<file path="config.mk">
export PLATFORM = sky130hd
export DESIGN_NAME = log_bloom_filter_engine_flat
export DESIGN_NICKNAME = d
export VERILOG_FILES = /design/src/rtl/lbf_pkg.sv /design/src/rtl/lbf_req_if.sv /design/src/rtl/lbf_res_if.sv /design/src/rtl/log_bloom_filter_engine.sv /design/src/rtl/lbf_ram.sv /design/src/rtl/lbf_seq.sv /design/src/rtl/lbf_obuf.sv /design/src/flat_wrapper.sv
export SDC_FILE = /design/constraint.sdc
export NUM_CORES = 2
export LEC_CHECK = 0
export BUFFER_PORTS_ARGS = -buffer_cell sky130_fd_sc_hd__buf_4
export CAP_MARGIN = 20
export CORE_MARGIN = 2
export CORE_UTILIZATION = 50
export CTS_CLUSTER_DIAMETER = 30
export DETAILED_ROUTE_END_ITERATION = 6
export PLACE_DENSITY = 0.68
export REMOVE_ABC_BUFFERS = 1
export SETUP_SLACK_MARGIN = 0.3
export SLEW_MARGIN = 30
export SYNTH_ARGS = -nofsm -noshare
export SYNTH_HDL_FRONTEND = slang
export SYNTH_HIERARCHICAL = 1
export SYNTH_SLANG_ARGS = --single-unit
</file>
<file path="constraint.sdc">
create_clock -name clk -period 9.6 [get_ports clk]
set_clock_uncertainty 0.15 [all_clocks]
set_input_delay 0.96 -clock clk [delete_from_list [all_inputs] [get_ports clk]]
set_output_delay 0.96 -clock clk [all_outputs]
set_load 0.05 [all_outputs]
</file>
<file path="src/rtl/lbf_pkg.sv">
// Package for the log bloom filter engine: filter size, request codes,
// shared structs and index helper functions. No dependencies.

package lbf_pkg;

    // Filter geometry: a power of two from 64 to 65536 bits.
    localparam int FILTER_BITS  = 2048;
    localparam int FILTER_BYTES = FILTER_BITS / 8;
    localparam int IDX_W        = $clog2(FILTER_BITS);
    localparam int ADDR_W       = IDX_W - 3;

    // Request codes.
    localparam logic [2:0] REQ_ADD   = 3'd0;
    localparam logic [2:0] REQ_MERGE = 3'd1;
    localparam logic [2:0] REQ_MATCH = 3'd2;
    localparam logic [2:0] REQ_READ  = 3'd3;
    localparam logic [2:0] REQ_WRITE = 3'd4;

    typedef logic [ADDR_W-1:0] addr_t;

    // One cycle of memory traffic: a read port and a write port.
    typedef struct packed {
        logic       re;
        addr_t      raddr;
        logic       we;
        addr_t      waddr;
        logic [7:0] wdata;
    } mem_req_t;

    // One result beat.
    typedef struct packed {
        logic [7:0] read_data;
        logic       match_ok;
        logic       match_done;
    } res_t;

    // Byte that holds the bit selected by a 16-bit hash pair.
    // (FILTER_BITS-1-idx)/8 is the upper part of the inverted index.
    function automatic addr_t bit_byte(input logic [15:0] pair);
        logic [IDX_W-1:0] inv;
        inv = ~pair[IDX_W-1:0];
        return inv[IDX_W-1:3];
    endfunction

    // One-hot mask of the bit selected by a hash pair within its byte.
    function automatic logic [7:0] bit_mask(input logic [15:0] pair);
        return 8'b0000_0001 << pair[2:0];
    endfunction

    // Byte index wrapped to the filter size.
    function automatic addr_t wrap_addr(input logic [7:0] idx);
        logic [15:0] ext;
        ext = {8'h00, idx};
        return ext[ADDR_W-1:0];
    endfunction

endpackage

</file>
<file path="src/rtl/lbf_req_if.sv">
// Request channel of the log bloom filter engine: valid, ready and the
// request payload. Depends on nothing.

interface lbf_req_if;
    logic        valid;
    logic        ready;
    logic [2:0]  req_type;
    logic [47:0] hash_prefix;
    logic [7:0]  byte_index;
    logic [7:0]  byte_value;
    logic        last_byte;

    modport source (
        output valid, req_type, hash_prefix, byte_index, byte_value, last_byte,
        input  ready
    );

    modport sink (
        input  valid, req_type, hash_prefix, byte_index, byte_value, last_byte,
        output ready
    );
endinterface

</file>
<file path="src/rtl/lbf_res_if.sv">
// Result channel of the log bloom filter engine: valid, ready and the
// result payload. Depends on nothing.

interface lbf_res_if;
    logic       valid;
    logic       ready;
    logic [7:0] read_data;
    logic       match_ok;
    logic       match_done;

    modport source (
        output valid, read_data, match_ok, match_done,
        input  ready
    );

    modport sink (
        input  valid, read_data, match_ok, match_done,
        output ready
    );
endinterface

</file>
<file path="src/rtl/log_bloom_filter_engine.sv">
// Top level of the log bloom filter engine: sequencer, filter byte RAM and
// result buffer. Uses lbf_pkg, lbf_req_if, lbf_res_if, lbf_seq, lbf_ram, lbf_obuf.
//
//   channel  dir  beat
//   req      in   req_type, hash_prefix, byte_index, byte_value, last_byte
//   res      out  read_data, match_ok, match_done (one beat per request)
//
// An add does three read-modify-writes on the byte RAM (S_DATA, S_ADD1, S_ADD2);
// every other request does a RAM read, then its update and result in S_DATA.
// After reset a clearing pass writes zero to all FILTER_BYTES (256) bytes,
// one per cycle, while req.ready stays low.
// Results wait in a two-entry buffer; a stalled result side drops req.ready
// only once both entries are held.

module log_bloom_filter_engine import lbf_pkg::*; (
    input  logic      clk,
    input  logic      rst_n,
    lbf_req_if.sink   req,
    lbf_res_if.source res
);

    mem_req_t   mem_req;
    logic [7:0] mem_q;
    logic       obuf_full;
    logic       push;
    res_t       push_data;

    // Request sequencing and read-modify-write control.
    lbf_seq u_seq (
        .clk       (clk),
        .rst_n     (rst_n),
        .req       (req),
        .mem_req   (mem_req),
        .mem_q     (mem_q),
        .obuf_full (obuf_full),
        .push      (push),
        .push_data (push_data)
    );

    // Filter byte store.
    lbf_ram #(
        .DEPTH  (FILTER_BYTES),
        .DATA_W (8)
    ) u_ram (
        .clk   (clk),
        .we    (mem_req.we),
        .waddr (mem_req.waddr),
        .wdata (mem_req.wdata),
        .re    (mem_req.re),
        .raddr (mem_req.raddr),
        .rdata (mem_q)
    );

    // Result buffering.
    lbf_obuf u_obuf (
        .clk       (clk),
        .rst_n     (rst_n),
        .push      (push),
        .push_data (push_data),
        .full      (obuf_full),
        .res       (res)
    );

endmodule

</file>
<file path="src/rtl/lbf_ram.sv">
// Generic simple dual-port RAM, one write and one registered read port,
// read-before-write on a same-address collision. No dependencies.

module lbf_ram #(
    parameter int DEPTH  = 256,
    parameter int DATA_W = 8,
    parameter int AW     = $clog2(DEPTH)
) (
    input  logic              clk,
    input  logic              we,
    input  logic [AW-1:0]     waddr,
    input  logic [DATA_W-1:0] wdata,
    input  logic              re,
    input  logic [AW-1:0]     raddr,
    output logic [DATA_W-1:0] rdata
);

    logic [DATA_W-1:0] mem [DEPTH];

    // Write port.
    always_ff @(posedge clk)
    begin
        if (we)
        begin
            mem[waddr] <= wdata;
        end
    end

    // Registered read port.
    always_ff @(posedge clk)
    begin
        if (re)
        begin
            rdata <= mem[raddr];
        end
    end

endmodule

</file>
<file path="src/rtl/lbf_seq.sv">
// Request sequencer: clearing pass, read-modify-write of filter bytes with
// write-to-read forwarding, and the running match flag. Uses lbf_pkg and
// lbf_req_if.

module lbf_seq import lbf_pkg::*; (
    input  logic       clk,
    input  logic       rst_n,
    lbf_req_if.sink    req,
    output mem_req_t   mem_req,
    input  logic [7:0] mem_q,
    input  logic       obuf_full,
    output logic       push,
    output res_t       push_data
);

    localparam logic [2:0] S_CLEAR = 3'd0;
    localparam logic [2:0] S_IDLE  = 3'd1;
    localparam logic [2:0] S_DATA  = 3'd2;
    localparam logic [2:0] S_ADD1  = 3'd3;
    localparam logic [2:0] S_ADD2  = 3'd4;

    logic [2:0]  state_reg, state_next;
    addr_t       clr_cnt_reg, clr_cnt_next;
    logic        running_reg, running_next;
    logic        fwd_hit_reg;
    logic [7:0]  fwd_data_reg;

    logic [2:0]  type_reg;
    logic [47:0] hash_reg;
    addr_t       addr_reg;
    logic [7:0]  val_reg;
    logic        last_reg;

    logic        accept;
    logic [7:0]  cur;
    logic        run_new;

    // A new request enters from idle or during the last write of an add.
    assign req.ready = ((state_reg == S_IDLE) || (state_reg == S_ADD2)) && !obuf_full;
    assign accept    = req.valid && req.ready;

    // Byte read last cycle, with the write of that same cycle forwarded.
    assign cur = fwd_hit_reg ? fwd_data_reg : mem_q;

    // Memory traffic, results and next state.
    always_comb
    begin
        mem_req      = '0;
        push         = 1'b0;
        push_data    = '0;
        state_next   = state_reg;
        clr_cnt_next = clr_cnt_reg;
        running_next = running_reg;
        run_new      = running_reg;

        if (accept)
        begin
            mem_req.re    = 1'b1;
            mem_req.raddr = (req.req_type == REQ_ADD) ? bit_byte(req.hash_prefix[47:32])
                                                      : wrap_addr(req.byte_index);
        end

        unique case (state_reg)
            S_CLEAR:
            begin
                mem_req.we    = 1'b1;
                mem_req.waddr = clr_cnt_reg;
                mem_req.wdata = 8'h00;
                clr_cnt_next  = clr_cnt_reg + addr_t'(1);
                if (clr_cnt_reg == {ADDR_W{1'b1}})
                begin
                    state_next = S_IDLE;
                end
            end
            S_IDLE:
            begin
                if (accept)
                begin
                    state_next = S_DATA;
                end
            end
            S_DATA:
            begin
                push       = 1'b1;
                state_next = S_IDLE;
                case (type_reg)
                    REQ_ADD:
                    begin
                        mem_req.we    = 1'b1;
                        mem_req.waddr = bit_byte(hash_reg[47:32]);
                        mem_req.wdata = cur | bit_mask(hash_reg[47:32]);
                        mem_req.re    = 1'b1;
                        mem_req.raddr = bit_byte(hash_reg[31:16]);
                        state_next    = S_ADD1;
                    end
                    REQ_MERGE:
                    begin
                        mem_req.we    = 1'b1;
                        mem_req.waddr = addr_reg;
                        mem_req.wdata = cur | val_reg;
                    end
                    REQ_MATCH:
                    begin
                        if ((cur | val_reg) != cur)
                        begin
                            run_new = 1'b0;
                        end
                        push_data.match_ok   = run_new;
                        push_data.match_done = last_reg;
                        running_next         = last_reg ? 1'b1 : run_new;
                    end
                    REQ_READ:
                    begin
                        push_data.read_data = cur;
                    end
                    REQ_WRITE:
                    begin
                        mem_req.we    = 1'b1;
                        mem_req.waddr = addr_reg;
                        mem_req.wdata = val_reg;
                    end
                    default:
                    begin
                        push_data = '0;
                    end
                endcase
            end
            S_ADD1:
            begin
                mem_req.we    = 1'b1;
                mem_req.waddr = bit_byte(hash_reg[31:16]);
                mem_req.wdata = cur | bit_mask(hash_reg[31:16]);
                mem_req.re    = 1'b1;
                mem_req.raddr = bit_byte(hash_reg[15:0]);
                state_next    = S_ADD2;
            end
            S_ADD2:
            begin
                mem_req.we    = 1'b1;
                mem_req.waddr = bit_byte(hash_reg[15:0]);
                mem_req.wdata = cur | bit_mask(hash_reg[15:0]);
                state_next    = accept ? S_DATA : S_IDLE;
            end
            default:
            begin
                state_next = S_IDLE;
            end
        endcase
    end

    // Control state.
    always_ff @(posedge clk or negedge rst_n)
    begin
        if (!rst_n)
        begin
            state_reg   <= S_CLEAR;
            clr_cnt_reg <= '0;
            running_reg <= 1'b1;
            fwd_hit_reg <= 1'b0;
        end
        else
        begin
            state_reg   <= state_next;
            clr_cnt_reg <= clr_cnt_next;
            running_reg <= running_next;
            fwd_hit_reg <= mem_req.re && mem_req.we && (mem_req.raddr == mem_req.waddr);
        end
    end

    // Request payload and forwarded write data.
    always_ff @(posedge clk)
    begin
        fwd_data_reg <= mem_req.wdata;
        if (accept)
        begin
            type_reg <= req.req_type;
            hash_reg <= req.hash_prefix;
            addr_reg <= wrap_addr(req.byte_index);
            val_reg  <= req.byte_value;
            last_reg <= req.last_byte;
        end
    end

endmodule

</file>
<file path="src/rtl/lbf_obuf.sv">
// Two-entry result buffer that drives the result channel, so a new request
// can run while a result waits. Uses lbf_pkg and lbf_res_if.

module lbf_obuf import lbf_pkg::*; (
    input  logic     clk,
    input  logic     rst_n,
    input  logic     push,
    input  res_t     push_data,
    output logic     full,
    lbf_res_if.source res
);

    logic out_valid_reg;
    logic pend_valid_reg;
    res_t out_reg;
    res_t pend_reg;
    logic load;

    // The output stage takes a new beat when empty or being drained.
    assign load = !out_valid_reg || res.ready;
    assign full = pend_valid_reg;

    assign res.valid      = out_valid_reg;
    assign res.read_data  = out_reg.read_data;
    assign res.match_ok   = out_reg.match_ok;
    assign res.match_done = out_reg.match_done;

    // Occupancy.
    always_ff @(posedge clk or negedge rst_n)
    begin
        if (!rst_n)
        begin
            out_valid_reg  <= 1'b0;
            pend_valid_reg <= 1'b0;
        end
        else if (load)
        begin
            out_valid_reg  <= pend_valid_reg || push;
            pend_valid_reg <= pend_valid_reg && push;
        end
        else if (push)
        begin
            pend_valid_reg <= 1'b1;
        end
    end

    // Payload.
    always_ff @(posedge clk)
    begin
        if (load)
        begin
            out_reg  <= pend_valid_reg ? pend_reg : push_data;
            if (push)
            begin
                pend_reg <= push_data;
            end
        end
        else if (push)
        begin
            pend_reg <= push_data;
        end
    end

endmodule
</file>
<file path="src/flat_wrapper.sv">
// flat-port wrapper written by rule: the top's interface ports become plain ports
module log_bloom_filter_engine_flat import lbf_pkg::*;
  (clk, rst_n, req_valid, req_req_type, req_hash_prefix, req_byte_index, req_byte_value, req_last_byte, req_ready, res_valid, res_read_data, res_match_ok, res_match_done, res_ready);
  lbf_req_if req_i ();
  lbf_res_if res_i ();
  input  logic clk;
  input  logic rst_n;
  input wire logic [$bits(req_i.valid)-1:0] req_valid;
  input wire logic [$bits(req_i.req_type)-1:0] req_req_type;
  input wire logic [$bits(req_i.hash_prefix)-1:0] req_hash_prefix;
  input wire logic [$bits(req_i.byte_index)-1:0] req_byte_index;
  input wire logic [$bits(req_i.byte_value)-1:0] req_byte_value;
  input wire logic [$bits(req_i.last_byte)-1:0] req_last_byte;
  output wire logic [$bits(req_i.ready)-1:0] req_ready;
  output wire logic [$bits(res_i.valid)-1:0] res_valid;
  output wire logic [$bits(res_i.read_data)-1:0] res_read_data;
  output wire logic [$bits(res_i.match_ok)-1:0] res_match_ok;
  output wire logic [$bits(res_i.match_done)-1:0] res_match_done;
  input wire logic [$bits(res_i.ready)-1:0] res_ready;
  assign req_i.valid = req_valid;
  assign req_i.req_type = req_req_type;
  assign req_i.hash_prefix = req_hash_prefix;
  assign req_i.byte_index = req_byte_index;
  assign req_i.byte_value = req_byte_value;
  assign req_i.last_byte = req_last_byte;
  assign req_ready = req_i.ready;
  assign res_valid = res_i.valid;
  assign res_read_data = res_i.read_data;
  assign res_match_ok = res_i.match_ok;
  assign res_match_done = res_i.match_done;
  assign res_i.ready = res_ready;
  log_bloom_filter_engine u_core (.clk(clk), .rst_n(rst_n), .req(req_i), .res(res_i));
endmodule
</file>
# [Yosys cells after proc, flatten, opt, wreduce, memory -nomap -nowiden]
# Memory sizes are Yosys's and may differ from the RTL's. A register that Yosys moved wholly into a read port is not among the register bits.
# Index checks and enable logic that the tools add are counted.
[op_classes] addsub=1 eq_ne=13 n_shift=3 mux=23 bitwise=8 reduce_logical=16
[op_table] cell="one-hot mux 17 bit (4 select lines)" n=1
[op_table] cell="one-hot mux 17 bit (3 select lines)" n=1
[op_table] cell="inverter 11 bit" n=4
[op_table] cell="OR 8 bit" n=4
[op_table] cell="2-to-1 mux 8 bit" n=3
[op_table] cell="left shift 1 x 3 -> 8 bit (first input constant)" n=3
[op_table] cell="2-to-1 mux 10 bit" n=2
[op_table] cell="2-to-1 mux 9 bit" n=2
[op_table] cell="one-hot mux 9 bit (2 select lines)" n=1
[op_table] cell="one-hot mux 3 bit (5 select lines)" n=1
[op_table] cell="== test 3 x 2 -> 1 bit (second input constant)" n=4
[op_table] cell="zero test 3 bit" n=3
[op_table] cell="adder 8 x 1 -> 8 bit (second input constant)" n=1
[op_table] cell="== test 8 bit" n=1
[op_table] cell="== test 8 bit (second input constant)" n=1
[op_table] cell="inequality test 8 bit" n=1
[op_table] cell="2-to-1 mux 1 bit" n=7
[op_table] cell="== test 3 x 1 -> 1 bit (second input constant)" n=2
[op_table] cell="== test 3 bit (second input constant)" n=2
[op_table] cell="2-to-1 mux 2 bit" n=3
[op_table] cell="2-to-1 mux 3 bit" n=2
[op_table] cell="logical AND 1 bit" n=5
[op_table] cell="inequality test 2 bit (second input constant)" n=2
[op_table] cell="AND reduction 2 bit" n=2
[op_table] cell="3 further kinds" n=6
[word_totals] ff_bits=106 mem_bits_rw=2048 elab_cells=83 memories=1
[mem_list] name="u_core.u_ram.mem" words=256 word_bits=8 rd=1 rd_ports_with_merged_regs=1 write_ports=1 line_no="lbf_ram.sv:18" rtl="logic [DATA_W-1:0] mem [DEPTH];"

# [Longest topological paths before layout]
[depth] depth_word=9 ltp_mapped=18 mapped_depth_nobuf=9

# [Modules after synthesis]
# The synthesis kept the hierarchy.
[modules_own_cells] module="lbf_ram" instances=1 cells_per_inst=3733 area_each_um2=79636.4
[modules_own_cells] module="lbf_seq" instances=1 cells_per_inst=318 area_each_um2=3736.1
[modules_own_cells] module="lbf_obuf" instances=1 cells_per_inst=37 area_each_um2=835.8

# [Least setup slack after synthesis]
# No wires, ideal clock.
[synth_timing] kind="register to register" start="reg u_core.u_seq.type_reg[2]" end="mem u_core.u_ram.mem[0][0], data pin" setup_time_ns=1.634 arrival_time_ns=8.615 path_slack_ns=-0.798 path_stages_with_launch=7 synth_period_minus_slack_ns=10.398 path_cell_list="edfxtp_1 -> or3_1 -> buf_2 -> or2_1 -> buf_6 -> buf_6 -> o221ai_1"
[synth_lines] element="from (decl)" line_no="lbf_seq.sv:28" rtl="logic [2:0] type_reg;"
[synth_lines] element="from (signal assigned)" line_no="lbf_seq.sv:176" rtl="type_reg <= req.req_type;"
[synth_lines] element="to (decl)" line_no="lbf_ram.sv:18"

==> out/metrics.csv <==
stage,metric,value,unit
drt,wire_per_inst,30.67,um
layout,final_cell_mix,"edfxtp_1 (2129), mux4_2 (454), clkbuf_16 (416)",
clock_network,cts.clk_slew.worst_paths,0.05,ns
clock_network,numCtsBuffers,409,
drt,vias,44040,
setup_path,worstPathMaxFanout,86,
synth,yosysUniqueCellTypes,76,
synth,async_reset_ff_frac,0.006970,
drt,drc,0,
sta,fin_crit_sh,0.6847,
sta,hold_viol,0,
synth,synth_area_leaders,"edfxtp_1 (76%), mux4_2 (12%), mux2i_1 (1.7%)",
setup_path,cp-end-kind,flop,
setup_path,required,10.09,ns
setup_path,path_class,flop to flop,
layout,layout-drive-gt1-share,0.2867,
drt,dr.first_iter.drc_count,5915,
die,die_area,0.1717,sq mm
power_and_ir_drop,cellLeakagePower,32.24,nW
synth,synth-seq-cells,2152,
layout,fin_area,0.1015,sq mm
synth,avgSynthCellArea,20.60,sq um
sta,period_minus_slack,6.573,ns
layout,layout.nets,4508,
global_routing,grt_pass1_wl,309800,um
synth,yosysWarningCount,6,
place,hpwl,122200,um
hold_path,hold_class,primary input to flop,
layout,largest_reg_flops,2048,
layout,layout_commonest_cell,edfxtp_1,
setup_path,critical_path.startpoint_type,flop,
place,portBuffers,68,
synth,synthesis.instances,4088,
die,start_util,0.5036,
drt,ant_nets,0,
place,pre_cts_ws,3.116,ns
sta,fin_ws,3.027,ns
clock_network,clkLatencyLatePin,0.96,ns
clock_network,clk_path_buf_depth,4,
synth,synth.top_cell.area_share,0.7592,
global_routing,overflow,0,
status,status,finished clean,
die,placementRows,150,
sta,slew_headroom,0.2761,
global_routing,grt_pass1_vias,44730,
synth,synth_ff_type,edfxtp_1,
synth,yosysSeqAreaShare,0.7656,
synth,synth.largest_area_cell,edfxtp_1,
sta,finalSetupViolations,0,
synth,syn-cell-area,0.08421,sq mm
sta,slew_violations,0,
die,core-area,0.1672,sq mm
flow_run,maxCapViolations,0,
layout,syn_to_final_growth,20.55,%
die,ios,84,
clock_network,ctsHtreeMaxLevel,5,
sta,fmax,152.1,MHz
clock_network,cts_tree,yes,
clock_network,cts_root_buf,clkbuf_16,
drt,drt_first_pass_iters,6,
drt,viasPerCell,6.315,
place,place_congestion,0.9207,
power_and_ir_drop,p_per_area,336.2,mW/mm^2
global_routing,grt_max_degree,222,
drt,drt_wl_total,213900,um
setup_path,arrival,7.06,ns
power_and_ir_drop,peakVddDrop,0.0002261,V
synth,synth_edf_count,2129,
sta,rsz0062_at_grt,no,
die,die_h,414.4,um
global_routing,antenna_found_initial,5,
place,dpl_cell_area,0.08707,sq mm
die,die_w,414.4,um
sta,worstMarginPinSlew,1.086,ns
clock_network,clock_sinks,2152,
global_routing,grt_use_total,0.2487,
==> final timing paths <==
path / start / to / slack, ns / depth (start not counted)
max: u_core/u_seq/state_reg[2] / u_core/u_ram/rdata[3] / 3.03 / 12
min: req_byte_index[1] / u_core/u_seq/addr_reg[1] / 0.08 / 1
max reg2reg: u_core/u_seq/state_reg[2] / u_core/u_ram/rdata[3] / 3.03 / 12
min in group asynchronous: rst_n / u_core/u_obuf/res.valid / 0.30 / 2
max in group asynchronous: rst_n / u_core/u_seq/running_reg / 8.73 / 2
min reg2reg: u_core/u_seq/clr_cnt_reg[7] / u_core/u_seq/clr_cnt_reg[7] / 0.35 / 1
==> through the flow <==
stage	cells	hold slack (ns)	setup TNS, ns	total power, mW	utilization
2_1_floorplan	3833	0.3015	-1595.78	19.75	-
3_3_place_gp	6200	0.3376	0	19.47	0.5204
3_5_place_dp	6202	0.3410	0	19.64	0.5207
4_1_cts	6969	0.01520	0	34.16	0.6064
5_1_grt	6972	0.04118	0	35.07	0.6070
6_report	6974	0.07876	0	34.13	0.6070
==> power by group <==
part           internal (mW)  switching (mW)
registers               11.8           0.136
clock network           9.75            4.74
logic                   2.44            5.27
==> what timing repair did <==
item | in CTS | in global routing
setup buffers | 0 | 0
gates resized for setup | 0 | 0
endpoints found under the setup margin | 0 | 0
endpoints found under the hold margin | 37 | 0
hold buffers | 23 | 0
==> critical path: stages, from the launching register on <==
cell and delay, ns:
dfrtp_1 0.40, buf_4 0.23, or3b_1 0.65, or2_1 0.44, buf_4 0.29, o221ai_4 0.59
buf_12 0.57, buf_12 0.54, mux4_2 0.62, a22oi_1 0.28, a21oi_1 0.20, nor3_1 0.91
nor4_1 0.15
==> layout make-up <==
type	instances	area [sq um]
repair buffers	191	1713
diodes	2	5.005
flip-flops and latches	2152	64470
multi-input cells	1668	18410
fillers	11190	65710
well taps	2204	2758
clock buffers	450	10550
clock inverters	294	3560
inverters	13	48.80
==> kinds of logic (layout without fill, tap and decap cells) <==
group / after synthesis / in the layout / share of synthesized area
other: 0 / 2 / 0
multiplexers: 618 / 618 / 0.1421
flip-flops: 2152 / 2152 / 0.7656
buffers and inverters: 268 / 948 / 0.01918
XOR/XNOR: 17 / 17 / 0.001768
AO/OA/AOI/OAI: 465 / 465 / 0.03940
adder cells (fa/ha/maj): 2 / 2 / 0.0002823
AND/OR/NAND/NOR: 566 / 566 / 0.03168
==> Yosys cell counts (all sizes together) (6+ instances only) <==
master / instances
a211o: 7
a211oi: 16
a22oi: 135
a221oi: 14
o221ai: 61
o32ai: 11
a22o: 9
dfxtp: 8
a2111oi: 6
nand3b: 9
nand4: 13
nand3: 41
clkbuf: 121
dfrtp: 14
o211ai: 10
o22ai: 29
buf: 134
nor2: 302
or3b: 10
or3: 12
nand2b: 9
mux4: 456
mux2: 17
nor4: 35
nand2: 46
mux2i: 145
o21ai: 22
inv: 12
a21oi: 122
nor2b: 34
edfxtp: 2129
and2: 6
xnor2: 15
nor3: 29
==> metal layers <==
layer | part of all wire | track usage
met1 | 0.38 | 0.3386
met2 | 0.47 | 0.3840
met3 | 0.10 | 0.06039
met4 | 0.044 | 0.1116
met5 | 0.000033 | 0
Power figures use the tool's default switching activity.
